==> config.mk <==
export PLATFORM = sky130hd
export DESIGN_NAME = byte_capped_priority_send_queue
export DESIGN_NICKNAME = d
export VERILOG_FILES = /design/src/rtl/core/bcpsq_pkg.sv /design/src/rtl/core/byte_capped_priority_send_queue.sv
export SDC_FILE = /design/constraint.sdc
export NUM_CORES = 2
export LEC_CHECK = 0
export ABC_AREA = 1
export BUFFER_PORTS_ARGS = -buffer_cell sky130_fd_sc_hd__buf_2
export CAP_MARGIN = 10
export CELL_PAD_IN_SITES_DETAIL_PLACEMENT = 1
export CELL_PAD_IN_SITES_GLOBAL_PLACEMENT = 2
export CORE_ASPECT_RATIO = 2
export CORE_MARGIN = 2
export CORE_UTILIZATION = 47
export DETAILED_ROUTE_END_ITERATION = 10
export PLACE_DENSITY_LB_ADDON = 0.1
export RECOVER_POWER = 100
export SLEW_MARGIN = 25
export SYNTH_ARGS = -nofsm -noshare
export SYNTH_HDL_FRONTEND = slang
export SYNTH_SLANG_ARGS = --single-unit
==> constraint.sdc <==
create_clock -name clk_i -period 10.3 [get_ports clk_i]
set_clock_uncertainty 0.2 [all_clocks]
set_input_delay 0.515 -clock clk_i [delete_from_list [all_inputs] [get_ports clk_i]]
set_output_delay 0.515 -clock clk_i [all_outputs]
set_load 0.03 [all_outputs]
==> src/rtl/core/bcpsq_pkg.sv <==
// Package for the byte-capped priority send queue.
// Holds the command and result word types, register indexes and default sizes.
// No dependencies.
`default_nettype none

package bcpsq_pkg;

  localparam int unsigned RING_DEPTH_DEF = 16;
  localparam int unsigned MAX_BATCH_DEF  = 64;

  localparam int unsigned CAP_W   = 24;
  localparam int unsigned TAG_W   = 16;
  localparam int unsigned LEN_W   = 16;
  localparam int unsigned BATCH_W = 7;
  localparam int unsigned CFG_IDX_W = 2;

  localparam logic [CAP_W-1:0]   BYTE_CAP_RST      = 24'd65536;
  localparam logic [BATCH_W-1:0] DEFAULT_BATCH_RST = 7'd16;

  // Configuration register indexes.
  localparam logic [CFG_IDX_W-1:0] CFG_BYTE_CAP      = 2'd0;
  localparam logic [CFG_IDX_W-1:0] CFG_DEFAULT_BATCH = 2'd1;
  localparam logic [CFG_IDX_W-1:0] CFG_QUEUE_CLOSED  = 2'd2;

  // Command codes.
  localparam logic ACT_PUSH  = 1'b0;
  localparam logic ACT_DRAIN = 1'b1;

  typedef enum logic {
    ST_IDLE,
    ST_DRAIN
  } state_e;

  typedef struct packed {
    logic               action;
    logic               plain_class;
    logic               high_priority;
    logic [TAG_W-1:0]   frame_tag;
    logic [LEN_W-1:0]   frame_length;
    logic [BATCH_W-1:0] batch_limit;
  } cmd_t;

  typedef struct packed {
    logic             accepted;
    logic             has_frame;
    logic [TAG_W-1:0] out_tag;
    logic [LEN_W-1:0] out_length;
    logic             from_high;
    logic             last_of_batch;
    logic [CAP_W-1:0] pending_total;
  } res_t;

endpackage

`default_nettype wire

==> src/rtl/core/byte_capped_priority_send_queue.sv <==
// Top level of the byte-capped priority send queue: four descriptor rings in one
// synchronous memory, ring pointers, pending byte total and the drain sequencer.
// Depends on bcpsq_pkg.
`default_nettype none

// Usage: a word is taken at a clock edge where start is high and busy is low.
// A push is decided in the cycle it is taken and its single result appears on
// the next cycle; busy stays low, so pushes can follow one per cycle. A drain
// that finds nothing (zero limit or both rings of the class empty) also gives
// its single result on the next cycle. A drain of n frames reads one descriptor
// per cycle from the memory: busy stays high while the sequencer is draining
// and until its last read has left the read stage, and the n results appear
// on consecutive cycles, each passing through the descriptor memory's read
// register and then the output register. Each result is shown for exactly
// one cycle with res_strobe_o high; the receiver cannot hold results off.
module byte_capped_priority_send_queue #(
  parameter int unsigned RING_DEPTH = bcpsq_pkg::RING_DEPTH_DEF,
  parameter int unsigned MAX_BATCH  = bcpsq_pkg::MAX_BATCH_DEF
) (
  input  wire                                  clk_i,
  input  wire                                  rst_ni,
  input  wire                                  start,
  output logic                                 busy,
  input  wire  bcpsq_pkg::cmd_t                in_word_i,
  output logic                                 res_strobe_o,
  output bcpsq_pkg::res_t                      res_o,
  input  wire                                  cfg_we_i,
  input  wire  [bcpsq_pkg::CFG_IDX_W-1:0]      cfg_idx_i,
  input  wire  [bcpsq_pkg::CAP_W-1:0]          cfg_wdata_i
);

  localparam int unsigned HW        = $clog2(RING_DEPTH);
  localparam int unsigned FW        = $clog2(RING_DEPTH + 1);
  localparam int unsigned AW        = FW + 1;
  localparam int unsigned MW        = HW + 2;
  localparam int unsigned MEM_DEPTH = 4 * (2 ** HW);
  localparam int unsigned CW        = $clog2(MAX_BATCH + 1);
  localparam int unsigned NW        = (AW > bcpsq_pkg::BATCH_W) ? AW : bcpsq_pkg::BATCH_W;
  localparam int unsigned DW        = bcpsq_pkg::TAG_W + bcpsq_pkg::LEN_W;

  // Configuration registers.
  logic [bcpsq_pkg::CAP_W-1:0]   byte_cap_q;
  logic [bcpsq_pkg::BATCH_W-1:0] default_batch_q;
  logic                          queue_closed_q;

  // Ring pointers and byte total.
  logic [HW-1:0] head_q [4];
  logic [HW-1:0] head_d [4];
  logic [FW-1:0] fill_q [4];
  logic [FW-1:0] fill_d [4];
  logic [bcpsq_pkg::CAP_W-1:0] pending_q, pending_d;

  // Drain sequencer.
  bcpsq_pkg::state_e state_q, state_d;
  logic          drn_cls_q, drn_cls_d;
  logic [CW-1:0] cnt_q, cnt_d;

  // Read pipeline stage.
  logic rd_valid_q, rd_valid_d;
  logic rd_hi_q, rd_hi_d;
  logic rd_last_q, rd_last_d;

  // Descriptor memory.
  logic [DW-1:0] mem [MEM_DEPTH];
  logic [DW-1:0] rdata_q;
  logic          mem_we, mem_re;
  logic [MW-1:0] mem_waddr, mem_raddr;
  logic [DW-1:0] mem_wdata;

  // Result register.
  logic            res_valid_q, res_valid_d;
  bcpsq_pkg::res_t res_q, res_d;

  // Push decision.
  logic [1:0]                    push_ring;
  logic [bcpsq_pkg::CAP_W:0]     push_sum;
  logic                          push_ok;
  logic [AW-1:0]                 push_slot_w;
  logic [HW-1:0]                 push_slot;

  // Drain sizing.
  logic [bcpsq_pkg::BATCH_W-1:0] eff_lim;
  logic [AW-1:0]                 avail;
  logic [NW-1:0]                 n_w;

  // Drain step.
  logic          step_hi;
  logic [1:0]    step_ring;
  logic [HW:0]   head_inc;

  // Frame result.
  logic [bcpsq_pkg::LEN_W-1:0] rd_len;

  logic accept;

  assign accept = start && !busy;
  assign busy   = (state_q != bcpsq_pkg::ST_IDLE) || rd_valid_q;

  always_comb begin
    push_ring   = {in_word_i.plain_class, ~in_word_i.high_priority};
    push_sum    = {1'b0, pending_q} + (bcpsq_pkg::CAP_W + 1)'(in_word_i.frame_length);
    push_ok     = !queue_closed_q && (push_sum <= {1'b0, byte_cap_q}) &&
                  (fill_q[push_ring] < FW'(RING_DEPTH));
    push_slot_w = AW'(head_q[push_ring]) + AW'(fill_q[push_ring]);
    if (push_slot_w >= AW'(RING_DEPTH)) begin
      push_slot_w = push_slot_w - AW'(RING_DEPTH);
    end
    push_slot = push_slot_w[HW-1:0];

    eff_lim = (in_word_i.batch_limit != '0) ? in_word_i.batch_limit : default_batch_q;
    if (eff_lim > bcpsq_pkg::BATCH_W'(MAX_BATCH)) begin
      eff_lim = bcpsq_pkg::BATCH_W'(MAX_BATCH);
    end
    avail = AW'(fill_q[{in_word_i.plain_class, 1'b0}]) +
            AW'(fill_q[{in_word_i.plain_class, 1'b1}]);
    n_w   = (NW'(eff_lim) < NW'(avail)) ? NW'(eff_lim) : NW'(avail);

    step_hi   = (fill_q[{drn_cls_q, 1'b0}] != '0);
    step_ring = {drn_cls_q, ~step_hi};
    head_inc  = (HW + 1)'(head_q[step_ring]) + (HW + 1)'(1);

    rd_len = rdata_q[bcpsq_pkg::LEN_W-1:0];
  end

  always_comb begin
    state_d     = state_q;
    drn_cls_d   = drn_cls_q;
    cnt_d       = cnt_q;
    pending_d   = pending_q;
    rd_valid_d  = 1'b0;
    rd_hi_d     = rd_hi_q;
    rd_last_d   = rd_last_q;
    res_valid_d = 1'b0;
    res_d       = res_q;
    mem_we      = 1'b0;
    mem_re      = 1'b0;
    mem_waddr   = {push_ring, push_slot};
    mem_wdata   = {in_word_i.frame_tag, in_word_i.frame_length};
    mem_raddr   = {step_ring, head_q[step_ring]};
    for (int i = 0; i < 4; i++) begin
      head_d[i] = head_q[i];
      fill_d[i] = fill_q[i];
    end

    case (state_q)
      bcpsq_pkg::ST_IDLE: begin
        if (accept) begin
          res_valid_d = 1'b1;
          res_d       = '0;
          res_d.last_of_batch = 1'b1;
          res_d.pending_total = pending_q;
          if (in_word_i.action == bcpsq_pkg::ACT_PUSH) begin
            if (push_ok) begin
              mem_we              = 1'b1;
              fill_d[push_ring]   = fill_q[push_ring] + FW'(1);
              pending_d           = push_sum[bcpsq_pkg::CAP_W-1:0];
              res_d.accepted      = 1'b1;
              res_d.pending_total = push_sum[bcpsq_pkg::CAP_W-1:0];
            end
          end else if (n_w != '0) begin
            // Non-empty drain: results come from the read pipeline instead.
            res_valid_d = 1'b0;
            drn_cls_d   = in_word_i.plain_class;
            cnt_d       = CW'(n_w);
            state_d     = bcpsq_pkg::ST_DRAIN;
          end
        end
      end
      bcpsq_pkg::ST_DRAIN: begin
        mem_re            = 1'b1;
        rd_valid_d        = 1'b1;
        rd_hi_d           = step_hi;
        rd_last_d         = (cnt_q == CW'(1));
        fill_d[step_ring] = fill_q[step_ring] - FW'(1);
        head_d[step_ring] = (head_inc == (HW + 1)'(RING_DEPTH)) ? '0 : head_inc[HW-1:0];
        cnt_d             = cnt_q - CW'(1);
        if (cnt_q == CW'(1)) begin
          state_d = bcpsq_pkg::ST_IDLE;
        end
      end
      default: begin
        state_d = bcpsq_pkg::ST_IDLE;
      end
    endcase

    if (rd_valid_q) begin
      pending_d           = (pending_q >= bcpsq_pkg::CAP_W'(rd_len)) ?
                            pending_q - bcpsq_pkg::CAP_W'(rd_len) : '0;
      res_valid_d         = 1'b1;
      res_d.accepted      = 1'b0;
      res_d.has_frame     = 1'b1;
      res_d.out_tag       = rdata_q[DW-1:bcpsq_pkg::LEN_W];
      res_d.out_length    = rd_len;
      res_d.from_high     = rd_hi_q;
      res_d.last_of_batch = rd_last_q;
      res_d.pending_total = pending_d;
    end
  end

  always_ff @(posedge clk_i or negedge rst_ni) begin
    if (!rst_ni) begin
      byte_cap_q      <= bcpsq_pkg::BYTE_CAP_RST;
      default_batch_q <= bcpsq_pkg::DEFAULT_BATCH_RST;
      queue_closed_q  <= 1'b0;
    end else if (cfg_we_i) begin
      case (cfg_idx_i)
        bcpsq_pkg::CFG_BYTE_CAP:      byte_cap_q      <= cfg_wdata_i;
        bcpsq_pkg::CFG_DEFAULT_BATCH: default_batch_q <= cfg_wdata_i[bcpsq_pkg::BATCH_W-1:0];
        bcpsq_pkg::CFG_QUEUE_CLOSED:  queue_closed_q  <= cfg_wdata_i[0];
        default: ;
      endcase
    end
  end

  always_ff @(posedge clk_i or negedge rst_ni) begin
    if (!rst_ni) begin
      state_q     <= bcpsq_pkg::ST_IDLE;
      drn_cls_q   <= 1'b0;
      cnt_q       <= '0;
      pending_q   <= '0;
      rd_valid_q  <= 1'b0;
      rd_hi_q     <= 1'b0;
      rd_last_q   <= 1'b0;
      res_valid_q <= 1'b0;
      for (int i = 0; i < 4; i++) begin
        head_q[i] <= '0;
        fill_q[i] <= '0;
      end
    end else begin
      state_q     <= state_d;
      drn_cls_q   <= drn_cls_d;
      cnt_q       <= cnt_d;
      pending_q   <= pending_d;
      rd_valid_q  <= rd_valid_d;
      rd_hi_q     <= rd_hi_d;
      rd_last_q   <= rd_last_d;
      res_valid_q <= res_valid_d;
      for (int i = 0; i < 4; i++) begin
        head_q[i] <= head_d[i];
        fill_q[i] <= fill_d[i];
      end
    end
  end

  always_ff @(posedge clk_i) begin
    res_q <= res_d;
  end

  // Writes happen only for pushes and reads only while draining, so the two
  // never touch the memory in the same cycle.
  always_ff @(posedge clk_i) begin
    if (mem_we) begin
      mem[mem_waddr] <= mem_wdata;
    end
    if (mem_re) begin
      rdata_q <= mem[mem_raddr];
    end
  end

  assign res_strobe_o = res_valid_q;
  assign res_o        = res_q;

`ifndef SYNTHESIS
  a_no_mem_collision: assert property (@(posedge clk_i) disable iff (!rst_ni)
    !(mem_we && mem_re))
    else $error("descriptor memory written and read in the same cycle");

  a_fill_bound: assert property (@(posedge clk_i) disable iff (!rst_ni)
    (fill_q[0] <= FW'(RING_DEPTH)) && (fill_q[1] <= FW'(RING_DEPTH)) &&
    (fill_q[2] <= FW'(RING_DEPTH)) && (fill_q[3] <= FW'(RING_DEPTH)))
    else $error("ring fill count above ring depth");

  a_drain_ring_nonempty: assert property (@(posedge clk_i) disable iff (!rst_ni)
    (state_q == bcpsq_pkg::ST_DRAIN) |-> (fill_q[step_ring] != '0))
    else $error("drain step on an empty ring");

  a_last_step_flagged: assert property (@(posedge clk_i) disable iff (!rst_ni)
    (state_q == bcpsq_pkg::ST_DRAIN && cnt_q == CW'(1)) |=> (rd_valid_q && rd_last_q))
    else $error("final drain read not marked as last");

  a_total_falls_in_drain: assert property (@(posedge clk_i) disable iff (!rst_ni)
    rd_valid_q |=> (pending_q <= $past(pending_q)))
    else $error("pending byte total rose while draining");
`endif

endmodule

`default_nettype wire

# ---- Word-level counts from Yosys, hierarchy flattened
# Memories as Yosys holds them, arrays and structs flattened. A register that Yosys moved wholly into a read port is not among the register bits.
# Cells that the tools add are included.
dict set report word_totals {
  input_bits 72
  ramBits 2048
  memories 1
  latchBits 0
  out_inout_bits 62
  regBits 165
  mem_bits_ro 0
  wordCells 157
}
dict set report op_classes {
  n_mux 69
  addsub 9
  reduce_logical 21
  n_lt_le_gt_ge 13
  n_eq_ne 10
  shifts 0
  mul 0
  n_div 0
  n_bitwise 8
}
# name words word_bits rd rd_ports_with_merged_regs write_ports line_no
set mem_list {}
lappend mem_list {mem 64 32 1 1 1 byte_capped_priority_send_queue.sv:64} ;# logic [DW-1:0] mem [MEM_DEPTH];
# operator count
set ops {}
lappend ops {{$mux 58} 3}
lappend ops {{$mux 24} 6}
lappend ops {{$mux 20} 3}
lappend ops {{$mux 5} 12}
lappend ops {{$bmux 5 s2} 5}
lappend ops {{$mux 7} 6}
lappend ops {{$bwmux 20} 2}
lappend ops {{$pmux 20 s2} 1}
lappend ops {{$mux 4} 7}
lappend ops {{$add 24x16->25} 1}
lappend ops {{$le 25x24->1} 1}
lappend ops {{$ge 24x16->1} 1}
lappend ops {{$sub 24x16->24} 1}
lappend ops {{$demux 5 s2} 2}
lappend ops {{$bmux 4 s2} 2}
lappend ops {{$bwmux 16} 1}
lappend ops {{$mux 1} 16}
lappend ops {{$ge 3x3->1 const B} 5}
lappend ops {{$not 2->3} 5}
lappend ops {{$pmux 7 s2} 1}
lappend ops {{$reduce_bool 7->1} 2}
lappend ops {{$ne 2x2->1 const B} 5}
lappend ops {{$reduce_and 2->1} 5}
lappend ops {{$demux 4 s2} 1}
lappend ops {{other kinds (27)} 36}

# ---- Longest topological paths before layout
dict set report depth {
  ltp_word 14
  mapped_depth 30
  depth_no_buf 29
}

# ---- Worst setup path after synthesis
# No wires, ideal clock.
dict set report synth_path {
  path_kind {in2reg}
  from {input in_word_i[7] in the netlist's numbering}
  to {memory mem[44][0] in the netlist's numbering, enable pin}
  path_stages 21
  setup_ps 461
  required_ps 9639
  path_buffers 0
  path_slack_ps 3547
  t_arrival_ps 6092
  path_cell_list {ha_1 > inv_1 > fa_1 > o21ai_1 > a21oi_1 > o21ai_1 > nand2_1 > nand2_1 > xor2_1 > inv_1 > ha_1 > nand2_1 > nor4_1 > nand2_1 > nor4b_1 > nand2_1 > nand2_1 > nand3_1 > clkinv_1 > nand3_1 > nor3_1}
}
dict set report synth_between {
  elab_chain_len 10
}
# item line_no
set synth_rtl {}
lappend synth_rtl {{from (decl)} byte_capped_priority_send_queue.sv:24} ;# input wire bcpsq_pkg::cmd_t in_word_i,
lappend synth_rtl {{$add 24x16->25} byte_capped_priority_send_queue.sv:101} ;# push_sum = {1'b0, pending_q} + (bcpsq_pkg::CAP_W + 1)'(in_word_i.frame_length);
lappend synth_rtl {{$le 25x24->1} byte_capped_priority_send_queue.sv:102} ;# push_ok = !queue_closed_q && (push_sum <= {1'b0, byte_cap_q}) &&
lappend synth_rtl {{$logic_and 1x1->1 (2 in series)} byte_capped_priority_send_queue.sv:102}
lappend synth_rtl {{$mux 1} byte_capped_priority_send_queue.sv:153} ;# if (push_ok) begin
lappend synth_rtl {{$mux 1} byte_capped_priority_send_queue.sv:152} ;# if (in_word_i.action == bcpsq_pkg::ACT_PUSH) begin
lappend synth_rtl {{$mux 1} byte_capped_priority_send_queue.sv:147} ;# if (accept) begin
lappend synth_rtl {{$mux 1} byte_capped_priority_send_queue.sv:145} ;# case (state_q)
lappend synth_rtl {{$mux 1} byte_capped_priority_send_queue.sv:252} ;# if (mem_we) begin
lappend synth_rtl {{$mux 1 (implied by the code)} byte_capped_priority_send_queue.sv:253} ;# mem[mem_waddr] <= mem_wdata;
lappend synth_rtl {{to (decl)} byte_capped_priority_send_queue.sv:64}
# Every way passes these cells.

# ---- Worst setup path after layout
dict set report layout_path {
  from {register drn_cls_q}
  to {register rdata_q[23] (read register of mem) (data pin)}
}
dict set report layout_between {
  elab_chain_len 10
}
# item line_no
set layout_rtl {}
lappend layout_rtl {{from (decl)} byte_capped_priority_send_queue.sv:55} ;# logic drn_cls_q, drn_cls_d;
lappend layout_rtl {{from (signal assigned)} byte_capped_priority_send_queue.sv:231} ;# drn_cls_q <= drn_cls_d;
lappend layout_rtl {{$not 2->3 (implied by the code)} byte_capped_priority_send_queue.sv:118} ;# step_hi = (fill_q[{drn_cls_q, 1'b0}] != '0);
lappend layout_rtl {{$bmux 5 s2} byte_capped_priority_send_queue.sv:118}
lappend layout_rtl {{$mux 5 (implied by the code) (2 in series)} byte_capped_priority_send_queue.sv:118}
lappend layout_rtl {{$reduce_bool 5->1} byte_capped_priority_send_queue.sv:118}
lappend layout_rtl {{$not 1->1} byte_capped_priority_send_queue.sv:119} ;# step_ring = {drn_cls_q, ~step_hi};
lappend layout_rtl {{$not 2->3 (implied by the code)} byte_capped_priority_send_queue.sv:139} ;# mem_raddr = {step_ring, head_q[step_ring]};
lappend layout_rtl {{$bmux 4 s2} byte_capped_priority_send_queue.sv:139}
lappend layout_rtl {{$mux 4 (implied by the code) (2 in series)} byte_capped_priority_send_queue.sv:139}
lappend layout_rtl {{to (decl)} byte_capped_priority_send_queue.sv:65} ;# logic [DW-1:0] rdata_q;
# Several ways; a longest one is shown, not always the timed one. The select of a mux whose other input is x is not followed.
# A chain may end at the register's enable or synchronous reset.

==> qor.log <==
INFO  setup_path     reg2reg_from=drn_cls_q
INFO  global_routing grt_overflow_total=0
INFO  die            fp.dieH=637µm
INFO  die            initial_utilization=0.473
INFO  die            die_width=321µm
INFO  global_routing grt_pass1_vias=69400
INFO  worst_hold_path min_delay_worst_endpoint=default_batch_q[4]
INFO  placed_design  placed_instances=10800
INFO  status         violations_in_the_final_reports=max-capacitance violations, max-slew violations
INFO  route          vias=65800
INFO  logic_synthesis synth_most_common_cell=sky130_fd_sc_hd__edfxtp_1
INFO  setup_path     critical_path.reg2reg.endpoint=rdata_q[23]
INFO  cells_and_area finalCoreUtilization=0.526
INFO  setup_path     critPathSlowestCell=sky130_fd_sc_hd__clkbuf_1
INFO  setup_path     path_cells=inv_1 > nor2_2 > nand3_1 > inv_1 > clkbuf_1 > nand2_1 > nand3_4 > clkbuf_2 > buf_12 > nor2_1 > o21ai_0 > nand3_1 > nand3_1 > nand2_1 > nand2_1 > nand2_1 > inv_1 > nand2_1
INFO  setup_path     critPathRequiredTime=10.68ns
INFO  sta            timing.final.max_slew_violations=2419
INFO  logic_synthesis synthesized_netlist_cell_count=8377
INFO  placed_design  placedInstanceArea=0.0982mm²
INFO  clock_tree     tritoncts=done
INFO  die            std_cell_rows=232
INFO  setup_path     data_arrival_time_of_the_critical_path=8.92ns
INFO  cells_and_area drive_gt1_frac=0.0585
INFO  route          ant_nets=0
INFO  worst_hold_path hold-path-cell-count=3
INFO  sta            min_period_over_period=0.828
INFO  sta            hold_viol_final=0
INFO  sta            setup_repair_after_global_routing_missed_its_margin=false
INFO  placed_design  gp_congestion=0.923
INFO  route          avgRoutedWirePerCell=29.6µm
INFO  cells_and_area filler_cell_count=20900
INFO  route          drtPass1Iterations=5
INFO  die            overall_die_area=0.204mm²
INFO  placed_design  hpwl=210mm
INFO  global_routing antenna_found_initial=15
INFO  clock_tree     clock-root-buffer=sky130_fd_sc_hd__clkbuf_16
INFO  placed_design  io_buffer_count=133
INFO  cells_and_area syn_to_final_growth=11.2%
INFO  sta            fin_tns_setup=0ns
INFO  setup_path     cp_slowest_stage_delay=2.02ns
INFO  cells_and_area final_net_count=8619
INFO  logic_synthesis synth_top_cell_area_share=0.681
INFO  setup_path     worst-r2r-setup-slack=1.77ns
INFO  global_routing grt_usage=0.322
INFO  logic_synthesis synthTopCellsByCount=2138 x sky130_fd_sc_hd__edfxtp_1, 1939 x sky130_fd_sc_hd__nor2_1, 936 x sky130_fd_sc_hd__o21ai_0
INFO  global_routing grt_pass1_wl=476mm
INFO  setup_path     worst-path-max-fanout=151
INFO  logic_synthesis synth.distinct_cells=49
INFO  route          final_routed_wirelength=331mm
INFO  clock_tree     clock_buffer_count_from_cts=204
INFO  route          drc=0
INFO  setup_path     worst_setup_path_end_kind=flip-flop
INFO  logic_synthesis netlist_top_cells_area=sky130_fd_sc_hd__edfxtp_1 68%, sky130_fd_sc_hd__nor2_1 7.7%, sky130_fd_sc_hd__o21ai_0 5.0%, sky130_fd_sc_hd__nand3_1 4.5%, sky130_fd_sc_hd__nand2_1 3.3%
INFO  logic_synthesis postSynth.topFlopCell=sky130_fd_sc_hd__edfxtp_1
INFO  setup_path     critical_path.most_common_cell=sky130_fd_sc_hd__nand2_1
INFO  clock_tree     clock_tree_sinks=2245
INFO  cells_and_area stdcell_area=0.105mm²
INFO  run            maxCapViolations=64
INFO  sta            finalSetupViolations=0
INFO  worst_hold_path hold_path.startpoint=cfg_we_i
INFO  worst_hold_path type_of_the_most_critical_hold_path=in -> reg
INFO  cells_and_area multi_input_area=0.0240mm²
INFO  global_routing largest_net_degree_at_the_start_of_global_routing=196
INFO  logic_synthesis synth-edff-count=2138
INFO  setup_path     reg2reg_depth=18
INFO  setup_path     start_kind=flip-flop
INFO  route          route.detailed.vias_per_inst=5.87
INFO  logic_synthesis yosysWarningCount=0
INFO  die            design.core.area=0.199mm²
INFO  logic_synthesis asyncSetResetFlopFracSynth=0.0468
INFO  clock_tree     cts_max_path_buffers=4
INFO  cells_and_area post_layout_nonfiller_instances=11200
INFO  route          first_iter_violations=5758
INFO  logic_synthesis post_synthesis_mean_instance_area=11.3µm²
INFO  cells_and_area regArea=0.0669mm²
INFO  logic_synthesis synth-seq-area-share=0.709
INFO  sta            relSlewSlack=-1.98
INFO  status         outcome=finished, violations left
INFO  logic_synthesis post_synth_instance_area=0.0943mm²
INFO  sta            final.min_clock_period=8.53ns
INFO  logic_synthesis synth_seq_cells=2245
INFO  clock_tree     cts_htree_levels=4
INFO  die            boundaryPins=134
INFO  clock_tree     cts.clk_slew.worst_paths=0.07ns
INFO  sta            tightestPinTransition=4.47ns
INFO  clock_tree     worstSkewPairLatency=0.88ns
INFO  sta            max_freq=117MHz
INFO  setup_path     worstSetupPathType=reg -> reg
INFO  logic_synthesis library_cell_occupying_the_most_area_in_the_post_synthesis_netlist=sky130_fd_sc_hd__edfxtp_1
INFO  logic_synthesis postSynthNetCount=8527
==> logic make-up after synthesis <==
kind of cell	Yosys count	share of synthesized area
AND/OR/NAND/NOR	3678	0.160
buffers and inverters	915	0.0390
flip-flops	2245	0.709
AO/OA/AOI/OAI	1415	0.0769
XOR/XNOR	45	0.00418
multiplexers	1	0.000106
adder cells (fa/ha/maj)	78	0.0107
==> critical path, delay by kind of cell (launching register included) <==
| family | cells | cell delay [ns] |
|---|---|---|
| AOI/OAI and AO/OA | 1 | 0.12 |
| buffers and inverters | 6 | 4.44 |
| DFF | 1 | 0.59 |
| and+or+nand+nor | 11 | 2.66 |
==> worst max-delay path by stage <==
stage | startpoint | to | slack [ns]
final | drn_cls_q | rdata_q[23] | 1.77
after global routing | in_word_i[8] | mem[44][30] | 1.23
after CTS | in_word_i[8] | mem[14][16] | 2.82
after detailed placement | in_word_i[8] | mem[14][20] | 2.45
after global placement | in_word_i[8] | mem[6][0] | 2.35
after floorplan | in_word_i[7] | mem[44][0] | 3.55
==> sequential cells by signal (all words and copies together), names as in the netlist, 7 cells and up <==
| signal | flops |
|---|---|
| rdata_q | 32 |
| mem | 2048 |
| res_o | 60 |
| cnt_q | 7 |
| pending_q | 24 |
| fill_q | 20 |
| default_batch_q | 7 |
| byte_cap_q | 24 |
| head_q | 16 |
==> cells in the final DEF, fill, tap and decap left out, types with 5 or more instances in the layout <==
| master | n |
|---|---|
| sky130_fd_sc_hd__edfxtp_1 | 2138 |
| sky130_fd_sc_hd__nor2_1 | 1899 |
| sky130_fd_sc_hd__o21ai_0 | 940 |
| sky130_fd_sc_hd__nand3_1 | 854 |
| sky130_fd_sc_hd__nand2_1 | 820 |
| sky130_fd_sc_hd__inv_1 | 426 |
| sky130_fd_sc_hd__clkbuf_16 | 209 |
| sky130_fd_sc_hd__a21oi_1 | 206 |
| sky130_fd_sc_hd__o21ai_1 | 195 |
| sky130_fd_sc_hd__clkbuf_1 | 189 |
| sky130_fd_sc_hd__dfrtp_1 | 102 |
| sky130_fd_sc_hd__buf_4 | 79 |
| sky130_fd_sc_hd__ha_1 | 74 |
| sky130_fd_sc_hd__clkinv_1 | 56 |
| sky130_fd_sc_hd__dlygate4sd3_1 | 48 |
| sky130_fd_sc_hd__buf_2 | 42 |
| sky130_fd_sc_hd__nor2_4 | 41 |
| sky130_fd_sc_hd__clkinv_2 | 40 |
| sky130_fd_sc_hd__xor2_1 | 34 |
| sky130_fd_sc_hd__o211ai_1 | 33 |
| sky130_fd_sc_hd__buf_12 | 24 |
| sky130_fd_sc_hd__bufinv_16 | 23 |
| sky130_fd_sc_hd__nor3_1 | 18 |
| sky130_fd_sc_hd__nand4_1 | 16 |
| sky130_fd_sc_hd__o22ai_1 | 12 |
| sky130_fd_sc_hd__xnor2_1 | 11 |
| sky130_fd_sc_hd__nand3b_1 | 11 |
| sky130_fd_sc_hd__clkbuf_2 | 8 |
| sky130_fd_sc_hd__inv_6 | 6 |
| sky130_fd_sc_hd__o21bai_1 | 5 |
| sky130_fd_sc_hd__a21o_1 | 5 |
==> per-layer routing <==
metal | vias up | global-route usage | wire length [µm]
met5 | - | 0 | 9
met4 | 2 | 0.198 | 23400
met3 | 655 | 0.0339 | 16400
met2 | 2040 | 0.579 | 172000
met1 | 33800 | 0.366 | 119000
li1 | 29300 | - | -
==> cell type report <==
class,instances,share of cell area
repair buffers,362,0.0237
clock buffers,241,0.0511
multi-input cells,5217,0.229
flip-flops and latches,2245,0.638
well taps,2574,0.0307
diodes,4,0.0000955
inverters,439,0.0160
clock inverters,126,0.0113
==> metrics by stage <==
| step | worst slack [ns] | hold WS [ns] |
|---|---|---|
| after detailed placement | 2.45 | 0.146 |
| after CTS | 2.82 | 0.0107 |
| after global routing | 1.23 | 0.119 |
| after global placement | 2.35 | 0.148 |
| final | 1.77 | 0.0707 |
| after floorplan | 3.55 | 0.0194 |
==> timing repair <==
action                                 in CTS  in global routing
endpoints found under the hold margin     340                  0
hold buffers                               48                  0
buffers inserted                            0                  0
gates resized for setup                     0                  0
Power is not shown: default switching activity piles up to over one toggle a cycle in this logic, so the estimate is an artifact.
